`config.mk`:
```
export PLATFORM = sky130hd
export DESIGN_NAME = polya_signal_hexamer_finder
export DESIGN_NICKNAME = d
export VERILOG_FILES = /design/src/rtl/phf_pkg.sv /design/src/rtl/phf_in_stage.sv /design/src/rtl/phf_match.sv /design/src/rtl/phf_track.sv /design/src/rtl/polya_signal_hexamer_finder.sv
export SDC_FILE = /design/constraint.sdc
export NUM_CORES = 1
export LEC_CHECK = 0
export BUFFER_PORTS_ARGS = -buffer_cell sky130_fd_sc_hd__buf_4
export CAP_MARGIN = 15
export CELL_PAD_IN_SITES_DETAIL_PLACEMENT = 1
export CELL_PAD_IN_SITES_GLOBAL_PLACEMENT = 2
export CORE_UTILIZATION = 42
export CTS_BUF_LIST = sky130_fd_sc_hd__clkbuf_8
export CTS_CLUSTER_DIAMETER = 150
export DETAILED_ROUTE_END_ITERATION = 16
export PLACE_DENSITY = 0.95
export SETUP_SLACK_MARGIN = 0.3
export SLEW_MARGIN = 40
export SYNTH_ARGS = -nofsm -noshare
export SYNTH_HDL_FRONTEND = slang
export SYNTH_SLANG_ARGS = --single-unit
export TNS_END_PERCENT = 100
```
`constraint.sdc`:
```
create_clock -name i_clk -period 11.9 [get_ports i_clk]
set_clock_uncertainty 0.05 [all_clocks]
set_input_delay 1.19 -clock i_clk [delete_from_list [all_inputs] [get_ports i_clk]]
set_output_delay 1.19 -clock i_clk [all_outputs]
set_load 0.01 [all_outputs]
```
`src/rtl/phf_pkg.sv`:
```
package phf_pkg;

    localparam int WINDOW     = 40;
    localparam int NUM_PAT    = 14;
    localparam int MOTIF_LEN  = 6;
    localparam int BASE_W     = 3;
    localparam int LEN_W      = 20;
    localparam int OFF_W      = 21;
    localparam int PAT_W      = 4;
    localparam int SEEN_W     = 7;
    localparam int DIST_W     = 6;
    localparam int WIN_W      = $clog2(WINDOW + 1);
    localparam int KEY_W      = MOTIF_LEN * BASE_W;
    localparam int REL_W      = 24;

    localparam logic [SEEN_W-1:0] SEEN_MAX = {SEEN_W{1'b1}};
    localparam logic [PAT_W-1:0]  PAT_NONE = PAT_W'(NUM_PAT);

    typedef logic [BASE_W-1:0] t_base;
    typedef logic [KEY_W-1:0]  t_key;

    localparam t_base BASE_A = 3'd0;
    localparam t_base BASE_C = 3'd1;
    localparam t_base BASE_G = 3'd2;
    localparam t_base BASE_T = 3'd3;

    // oldest base in the top bits
    localparam t_key PATTERN_TABLE [NUM_PAT] = '{
        {BASE_A, BASE_A, BASE_A, BASE_T, BASE_A, BASE_A},
        {BASE_A, BASE_A, BASE_A, BASE_T, BASE_T, BASE_A},
        {BASE_A, BASE_A, BASE_A, BASE_T, BASE_A, BASE_T},
        {BASE_A, BASE_A, BASE_A, BASE_T, BASE_G, BASE_A},
        {BASE_A, BASE_A, BASE_A, BASE_G, BASE_A, BASE_A},
        {BASE_A, BASE_T, BASE_A, BASE_T, BASE_A, BASE_A},
        {BASE_A, BASE_C, BASE_A, BASE_T, BASE_A, BASE_A},
        {BASE_A, BASE_A, BASE_A, BASE_T, BASE_A, BASE_C},
        {BASE_A, BASE_A, BASE_A, BASE_T, BASE_A, BASE_G},
        {BASE_A, BASE_A, BASE_G, BASE_T, BASE_A, BASE_A},
        {BASE_A, BASE_A, BASE_A, BASE_T, BASE_T, BASE_T},
        {BASE_A, BASE_A, BASE_A, BASE_T, BASE_C, BASE_A},
        {BASE_A, BASE_G, BASE_A, BASE_T, BASE_A, BASE_A},
        {BASE_C, BASE_A, BASE_A, BASE_T, BASE_A, BASE_A}
    };

    typedef struct packed {
        t_base             base;
        logic [WIN_W-1:0]  win;
        logic [LEN_W-1:0]  lm6;
        logic [REL_W-1:0]  vbase;
        logic              last;
    } t_item;

endpackage

```
`src/rtl/phf_in_stage.sv`:
```
module phf_in_stage (
    input  logic                         i_clk,
    input  logic                         i_rst_n,
    input  logic                         i_valid,
    output logic                         o_ready,
    input  logic [phf_pkg::BASE_W-1:0]   i_base,
    input  logic [phf_pkg::LEN_W-1:0]    i_transcript_length,
    input  logic [phf_pkg::LEN_W-1:0]    i_utr3_begin,
    input  logic signed [phf_pkg::OFF_W-1:0] i_variant_offset,
    input  logic                         i_last,
    input  logic                         i_adv,
    output logic                         o_item_valid,
    output phf_pkg::t_item               o_item
);
    import phf_pkg::*;

    logic              r_valid;
    t_item             r_item;
    t_item             n_item;
    logic [LEN_W:0]    span;
    logic              accept;

    assign o_ready = !r_valid || i_adv;
    assign accept  = i_valid && o_ready;

    always_comb begin
        span         = {1'b0, i_transcript_length} - {1'b0, i_utr3_begin};
        n_item.base  = i_base;
        n_item.last  = i_last;
        n_item.lm6   = i_transcript_length - LEN_W'(MOTIF_LEN);
        if (!span[LEN_W] && (span[LEN_W-1:0] < LEN_W'(WINDOW))) begin
            n_item.win = span[WIN_W-1:0];
        end else begin
            n_item.win = WIN_W'(WINDOW);
        end
        // mutation position minus (length - 6)
        n_item.vbase = {{(REL_W-LEN_W){1'b0}}, i_utr3_begin}
                     + {{(REL_W-OFF_W){i_variant_offset[OFF_W-1]}}, i_variant_offset}
                     - {{(REL_W-LEN_W){1'b0}}, i_transcript_length}
                     + REL_W'(MOTIF_LEN);
    end

    always_ff @(posedge i_clk) begin
        if (!i_rst_n) begin
            r_valid <= 1'b0;
        end else if (accept) begin
            r_valid <= 1'b1;
        end else if (i_adv) begin
            r_valid <= 1'b0;
        end
    end

    always_ff @(posedge i_clk) begin
        if (accept) begin
            r_item <= n_item;
        end
    end

    assign o_item_valid = r_valid;
    assign o_item       = r_item;

endmodule

```
`src/rtl/phf_match.sv`:
```
module phf_match (
    input  phf_pkg::t_key               i_key,
    input  logic [phf_pkg::PAT_W-1:0]   i_limit,
    output logic                        o_hit,
    output logic [phf_pkg::PAT_W-1:0]   o_index
);
    import phf_pkg::*;

    always_comb begin
        o_hit   = 1'b0;
        o_index = PAT_NONE;
        for (int k = NUM_PAT - 1; k >= 0; k--) begin
            if ((PATTERN_TABLE[k] == i_key) && (PAT_W'(k) < i_limit)) begin
                o_hit   = 1'b1;
                o_index = PAT_W'(k);
            end
        end
    end

endmodule

```
`src/rtl/phf_track.sv`:
```
module phf_track (
    input  logic                        i_clk,
    input  logic                        i_rst_n,
    input  logic                        i_item_valid,
    input  phf_pkg::t_item              i_item,
    output logic                        o_adv,
    input  logic                        i_ready,
    output logic                        o_valid,
    output logic                        o_found,
    output logic [phf_pkg::LEN_W-1:0]   o_motif_start,
    output logic [phf_pkg::PAT_W-1:0]   o_pattern_number,
    output logic                        o_variant_in_motif
);
    import phf_pkg::*;

    t_key                r_key;
    logic [SEEN_W-1:0]   r_seen;
    logic [PAT_W-1:0]    r_best_pat;
    logic [DIST_W-1:0]   r_best_dist;
    logic                r_out_valid;
    logic                r_found;
    logic [LEN_W-1:0]    r_start;
    logic [PAT_W-1:0]    r_pat;
    logic                r_vim;

    t_key                n_key;
    logic [SEEN_W-1:0]   n_seen;
    logic [PAT_W-1:0]    n_best_pat;
    logic [DIST_W-1:0]   n_best_dist;
    logic                in_win;
    logic                hit;
    logic [PAT_W-1:0]    hit_index;
    logic                found;
    logic [REL_W-1:0]    diff;
    logic                out_free;

    assign out_free = !r_out_valid || i_ready;
    assign o_adv    = i_item_valid && (!i_item.last || out_free);

    assign n_key  = {r_key[KEY_W-BASE_W-1:0], i_item.base};
    assign n_seen = (r_seen == SEEN_MAX) ? SEEN_MAX : r_seen + 1'b1;
    assign in_win = (n_seen >= SEEN_W'(MOTIF_LEN)) && (n_seen <= SEEN_W'(i_item.win));

    phf_match u_match (
        .i_key   (n_key),
        .i_limit (r_best_pat),
        .o_hit   (hit),
        .o_index (hit_index)
    );

    always_comb begin
        n_best_pat  = r_best_pat;
        n_best_dist = r_best_dist;
        if (in_win && hit) begin
            n_best_pat  = hit_index;
            n_best_dist = DIST_W'(n_seen - SEEN_W'(MOTIF_LEN));
        end
        found = (n_best_pat != PAT_NONE);
        diff  = i_item.vbase + {{(REL_W-DIST_W){1'b0}}, n_best_dist};
    end

    always_ff @(posedge i_clk) begin
        if (!i_rst_n) begin
            r_key       <= '0;
            r_seen      <= '0;
            r_best_pat  <= PAT_NONE;
            r_best_dist <= '0;
        end else if (o_adv) begin
            if (i_item.last) begin
                r_key       <= '0;
                r_seen      <= '0;
                r_best_pat  <= PAT_NONE;
                r_best_dist <= '0;
            end else begin
                r_key       <= n_key;
                r_seen      <= n_seen;
                r_best_pat  <= n_best_pat;
                r_best_dist <= n_best_dist;
            end
        end
    end

    always_ff @(posedge i_clk) begin
        if (!i_rst_n) begin
            r_out_valid <= 1'b0;
        end else if (o_adv && i_item.last) begin
            r_out_valid <= 1'b1;
        end else if (i_ready) begin
            r_out_valid <= 1'b0;
        end
    end

    always_ff @(posedge i_clk) begin
        if (o_adv && i_item.last) begin
            r_found <= found;
            r_start <= found ? i_item.lm6 - LEN_W'(n_best_dist) : '0;
            r_pat   <= found ? n_best_pat : '0;
            r_vim   <= found && !diff[REL_W-1]
                    && (diff[REL_W-2:0] < (REL_W-1)'(MOTIF_LEN));
        end
    end

    assign o_valid            = r_out_valid;
    assign o_found            = r_found;
    assign o_motif_start      = r_start;
    assign o_pattern_number   = r_pat;
    assign o_variant_in_motif = r_vim;

endmodule

```
`src/rtl/polya_signal_hexamer_finder.sv`:
```
// Polyadenylation signal finder over a reversed base stream: takes one base per
// cycle, stalling only when a base carrying last meets an untaken result, and
// returns one result per request carrying last (input register, then the
// match-and-track step into the result register). The fourteen-hexamer priority
// match and best-hit update finish in that single step, which sets the rate of
// one base per cycle. Length, UTR start and offset are sampled with every base;
// hold them constant over a run. Bases with codes above three never match.
module polya_signal_hexamer_finder (
    input  logic                             i_clk,
    input  logic                             i_rst_n,
    input  logic                             i_valid,
    output logic                             o_ready,
    input  logic [phf_pkg::BASE_W-1:0]       i_base,
    input  logic [phf_pkg::LEN_W-1:0]        i_transcript_length,
    input  logic [phf_pkg::LEN_W-1:0]        i_utr3_begin,
    input  logic signed [phf_pkg::OFF_W-1:0] i_variant_offset,
    input  logic                             i_last,
    output logic                             o_valid,
    input  logic                             i_ready,
    output logic                             o_found,
    output logic [phf_pkg::LEN_W-1:0]        o_motif_start,
    output logic [phf_pkg::PAT_W-1:0]        o_pattern_number,
    output logic                             o_variant_in_motif
);
    import phf_pkg::*;

    logic  item_valid;
    t_item item;
    logic  adv;

    phf_in_stage u_in_stage (
        .i_clk               (i_clk),
        .i_rst_n             (i_rst_n),
        .i_valid             (i_valid),
        .o_ready             (o_ready),
        .i_base              (i_base),
        .i_transcript_length (i_transcript_length),
        .i_utr3_begin        (i_utr3_begin),
        .i_variant_offset    (i_variant_offset),
        .i_last              (i_last),
        .i_adv               (adv),
        .o_item_valid        (item_valid),
        .o_item              (item)
    );

    phf_track u_track (
        .i_clk              (i_clk),
        .i_rst_n            (i_rst_n),
        .i_item_valid       (item_valid),
        .i_item             (item),
        .o_adv              (adv),
        .i_ready            (i_ready),
        .o_valid            (o_valid),
        .o_found            (o_found),
        .o_motif_start      (o_motif_start),
        .o_pattern_number   (o_pattern_number),
        .o_variant_in_motif (o_variant_in_motif)
    );

endmodule

```
---- After elaboration in Yosys (flattened, before gate mapping) ----
Index checks and enable logic that the tools add are counted.
word-level totals
  bits in writable memories ............... 0
  input bits .............................. 69
  register bits ........................... 114
  bits in latches ......................... 0
  memories kept ........................... 0
  logic and storage cells ................. 129
  bits in read-only memories .............. 0
cells by class
  div/mod/pow operators ................... 0
  reductions and logical operators ........ 32
  shift operators ......................... 0
  multiply operators ...................... 0
  $lt $le $gt $ge ......................... 18
  add/sub/neg operators ................... 9
  bitwise gates (word level) .............. 0
  equal/unequal tests ..................... 16
  mux-type cells .......................... 39
operators with widths
  cell                   number
  $eq 8x18->1 const A    9
  $mux 4                 15
  $eq 14x18->1 const A   2
  $add 24x3->24 const B  1
  $add 24x6->24          1
  $lt 4x4->1 const A     6
  $sub 24x20->24         1
  $lt 23x3->1 const B    1
  $add 21x21->22         1
  $logic_and 1x1->1      22
  $sub 20x20->21         1
  $lt 20x6->1 const B    1
  $sub 20x3->20 const B  1
  $sub 20x6->20          1
  $eq 11x18->1 const A   1
  $eq 13x18->1 const A   1
  $eq 16x18->1 const A   1
  $mux 1                 18
  $lt 3x4->1 const A     4
  $mux 15                1
  $mux 7                 2
  $mux 6                 2
  $lt 1x4->1 const A     2
  $lt 2x4->1 const A     2
  other kinds (10)       17

---- Logic depth before layout (Yosys ltp) ----
  word-level depth ........................ 22
  mapped depth ............................ 28
  gate-level depth less buffers ........... 27

---- Modules after synthesis ----
From an unflattened synthesis, not the netlist that was laid out.
second synthesis, totals
  cell total of the unflattened synthesis .. 1,042
  area, all modules ....................... 9,796.9 sq um
by module, submodules not included
  module        cells an instance  area an instance (sq um)  instances
  phf_in_stage  551                5,385.2                   1
  phf_track     422                3,882.5                   1
  phf_match     69                 529.3                     1

---- Worst setup path after synthesis ----
No wires, ideal clock.
  path kind ............................... input port to flip-flop
  from .................................... in i_utr3_begin[0] in the netlist's numbering
  to ...................................... reg u_in_stage.r_item (netlist bit u_in_stage.o_item[22]), data pin
  data required time ...................... 11.592 ns
  path buffers ............................ 0
  setup time .............................. 0.258 ns
  path slack .............................. 6.368 ns
  cell stages on the path ................. 21
  arrival time ............................ 5.224 ns
  path through ............................ ha_1 > fa_1 > a21o_1 > a21oi_1 > o21bai_1 > a21oi_1 > o21ai_0 > a41oi_1 > a21oi_1 > a21o_1 > a21oi_1 > xnor2_1 > ha_1 > ha_1 > nand3_1 > nand2_1 > a41o_1 > o41a_1 > a211o_1 > a21oi_1 > xnor2_1
RTL lines
  element               line                               text
  start, declared       polya_signal_hexamer_finder.sv:15  input logic [phf_pkg::LEN_W-1:0] i_utr3_begin,
  end signal, assigned  phf_in_stage.sv:55                 r_item <= n_item;
  end, declared         phf_in_stage.sv:18                 t_item r_item;

---- Worst setup path after layout ----
  from .................................... reg u_track.r_seen[0]
  to ...................................... reg u_track.r_vim (netlist: u_track.o_variant_in_motif), data pin
on the way
  longest elaborated chain between the ends .. 10
  elaborated cells between the ends (all ways) .. 16
ends and longest elaborated chain
  element                                                                line             text
  start, declared                                                        phf_track.sv:17  logic [SEEN_W-1:0] r_seen;
  start signal, assigned                                                 phf_track.sv:76  r_seen <= n_seen;
  $add 7x1->7 / $eq 7x7->1 (equally long branches)                       phf_track.sv:41  assign n_seen = (r_seen == SEEN_MAX) ? SEEN_MAX : r_seen + 1'b1;
  $mux 7 *                                                               phf_track.sv:41
  parallel branches: the longest is 7 deep, another holds $add 24x6->24  --
  $logic_and 1x1->1 *                                                    phf_track.sv:99  && (diff[REL_W-2:0] < (REL_W-1)'(MOTIF_LEN));
  end signal, assigned                                                   phf_track.sv:98  r_vim <= found && !diff[REL_W-1]
  end, declared                                                          phf_track.sv:24  logic r_vim;
Mark *: on every way between the ends.
A chain may end at the register's enable or synchronous reset.

==> summary.txt <==
Status: complete, no violations
Cts repair resizes: 0
Synthesized net count: 1199
PwrDens: 120 nW/um^2
Vias: 7838
GP Congestion: 0.890
Setup violators final: 0
CTS tree: done
CP required: 12.17 ns
Unrepaired setup endpoints after global routing: false
Crit path top cell by count: and3_1
Critical Path Source Type: register
Number of global-route vias before repair: 8038
First-pass GRT wire length: 39500 microns
Synthesized area: 9320 sq um
Worst-skew pair later-pin latency: 0.46 ns
Share of cells above drive strength 1: 13.6%
Initial antenna violation count: 0
Syn Area/Cell: 9.11 sq um
Pre-antenna DRT Iters: 5
Number of synthesized flops with an enable pin: 80
Top cells by area, synth: edfxtp_1 (26%), ha_1 (14%), dfxtp_1 (7.3%)
HP Class: register to register
Dpl cell area: 10300 sq um
Clock Tree Buf Depth: 2
Clock sinks: 114
Num CTS Buffers: 17
Final WL: 24200 microns
Clk pin slew, worst setup/hold paths: 0.07 ns
Slew HR: 47.1%
Final core occ: 49.0%
Congestion Overflow GR: 0
Yosys reg bits: 114
Post-synth ARST share: 0%
H-tree depth: 4
Detailed Route Iter0 Violations: 299
Synth area leader: edfxtp_1
Largest net degree at the start of global routing: 40
Synth-to-Final Area Change: 14.8%
Setup crit end kind: register
DIE WIDTH: 151 microns
Starting Density: 42.7%
P_leak: 4.61 nW
Final HPWL DP: 19600 microns
Yosys top cell area share: 25.8%
Post-synth top cells: ha_1 (102), inv_1 (90), nor2_1 (84)
Synth Warn #: 0
CP max FO: 10
CP Class: register to register
Seq/Total Area, Yosys: 33.1%
Vias/cell: 5.54
Top-count cell post-synth: ha_1
Prevailing post-synth register cell: edfxtp_1
Ports: 97
Final hold viol count: 0
Die height: 151 microns
Ant diodes: 0
Core area: 21800 sq um
Max-Cap Viols: 0
Hold Path Sink: u_track.r_key[13]$_SDFFE_PN0P_
Cells after synthesis: 1023
Final nets: 1298
Fmax: 159 MHz
Hold path start: u_track.r_key[13]$_SDFFE_PN0P_
Hold-fix buffers, CTS: 0
Final Max Tran Viols: 0
Period Utilization, post-route: 53.0%
Drt drc: 0
Worst-margin pin slew: 0.790 ns
Hold depth: 2
Antenna Nets Post-Route: 0
DR WL/cell: 17.1 microns
Maximum VDD drop: 58.7 uV
# rows: 54
Post-CTS Setup Inserts: 0
Max incr delay on CP: 0.47 ns
Reg2reg start: u_track.r_seen[0]$_SDFFE_PN0P_
Design area: 10700 sq um
Root buf cell: clkbuf_8
RR Endpoint: u_track.o_variant_in_motif$_DFFE_PP_
Worst r2r path cells: 26
PortBufs: 96
Full die area: 22800 sq um
Total track usage: 22.1%
Synth unique cells: 77
Worst R2R Setup Slack: 5.59 ns
Period minus WS final: 6.31 ns
Aggregate negative setup slack: 0 ns
Crit path arrival time: 6.58 ns
CP max stage cell: or2_1
## per-stage QoR
| step | hold WS (ns) | setup slack, ns | power (mW) | instances |
|---|---|---|---|---|
| global placement | 0.418 | 5.80 | 0.942 | 1383 |
| floorplan | 0.404 | 6.37 | 0.833 | 1023 |
| CTS | 0.446 | 5.60 | 1.30 | 1415 |
| finish | 0.443 | 5.59 | 1.29 | 1415 |
| global route | 0.473 | 5.25 | 1.37 | 1415 |
| detailed placement | 0.433 | 5.67 | 0.958 | 1383 |
## layout make-up
class                      count  area (sq um)
inverter                      90           338
tap                          280           350
clock inverter                11          72.6
multi-input combinational    800          5830
timing repair buffer          99           743
clock buffer                  21           289
sequential                   114          3080
fill                        2566         11100
## kinds of logic (layout without fill, tap and decap cells)
| group | after synthesis | count (layout) | share of synthesized area [%] |
|---|---|---|---|
| AO/OA/AOI/OAI | 230 | 230 | 16.9 |
| flip-flops | 114 | 114 | 33.1 |
| AND/OR/NAND/NOR | 368 | 368 | 21.5 |
| adder cells (fa/ha/maj) | 107 | 107 | 14.8 |
| buffers and inverters | 109 | 221 | 4.59 |
| XOR/XNOR | 86 | 86 | 8.08 |
| multiplexers | 9 | 9 | 1.11 |
## cells in the final DEF, fill, tap and decap left out, types with 7 or more instances in the layout
master	Yosys	final
xnor2_1	64	64
mux2i_1	7	7
nand2_1	71	71
a21o_1	22	22
nand4_1	8	8
edfxtp_1	80	80
and2_1	13	13
clkbuf_8	0	21
nand3_1	32	32
nor2b_1	25	25
nand3b_1	17	17
or3_1	10	10
a21boi_0	25	25
nor2_1	84	84
buf_4	0	99
o31ai_1	7	7
o21a_1	8	8
o21ai_0	42	42
nand2b_1	13	13
ha_1	102	102
nor3_1	37	37
dfxtp_1	34	34
a31oi_1	11	10
nor4_1	9	9
inv_1	90	94
and3_1	13	13
a22oi_1	8	8
xor2_1	22	22
a21oi_1	51	51
## flip-flops by register name, summed over array words and instances, names as in the netlist, 4 cells and up
name and cells:
u_track.o_motif_start 20, u_track.r_key 15, u_track.r_seen 7, u_in_stage.o_item 54, u_track.o_pattern_number 4, u_track.r_best_dist 6, u_track.r_best_pat 4
## layer usage
layer  GRT usage (%)  up-vias  wire, microns
met2            37.2      133          11400
li1                -     3905              -
met4            7.60        0            514
met1            28.9     3766          11600
met3            3.07       34            712
met5               0        -              0
## power by group
group,internal [mW],total (mW),switching (mW)
clock network,0.181,0.334,0.154
logic,0.193,0.424,0.230
registers,0.484,0.529,0.0447
total,0.859,1.29,0.429
## critical path, delay by kind of cell, from the launching register on
| kind | cells | cell delay, ns |
|---|---|---|
| DFF | 1 | 0.39 |
| and+or+nand+nor | 13 | 2.70 |
| AOI/OAI and AO/OA | 9 | 1.78 |
| muxes | 1 | 0.30 |
| adders and majority gates | 3 | 0.94 |
## worst max path at each step
stage | start | end | slack, ns
finish | u_track.r_seen[0]$_SDFFE_PN0P_ | u_track.o_variant_in_motif$_DFFE_PP_ | 5.59
floorplan | i_utr3_begin[0] | u_in_stage.o_item[22]$_DFFE_PP_ | 6.37
CTS | u_track.r_seen[0]$_SDFFE_PN0P_ | u_track.o_variant_in_motif$_DFFE_PP_ | 5.60
global route | u_track.r_seen[0]$_SDFFE_PN0P_ | u_track.o_variant_in_motif$_DFFE_PP_ | 5.25
detailed placement | u_track.r_seen[0]$_SDFFE_PN0P_ | u_track.o_variant_in_motif$_DFFE_PP_ | 5.67
global placement | i_utr3_begin[0] | u_in_stage.o_item[22]$_DFFE_PP_ | 5.80
Power figures use the tool's default switching activity.
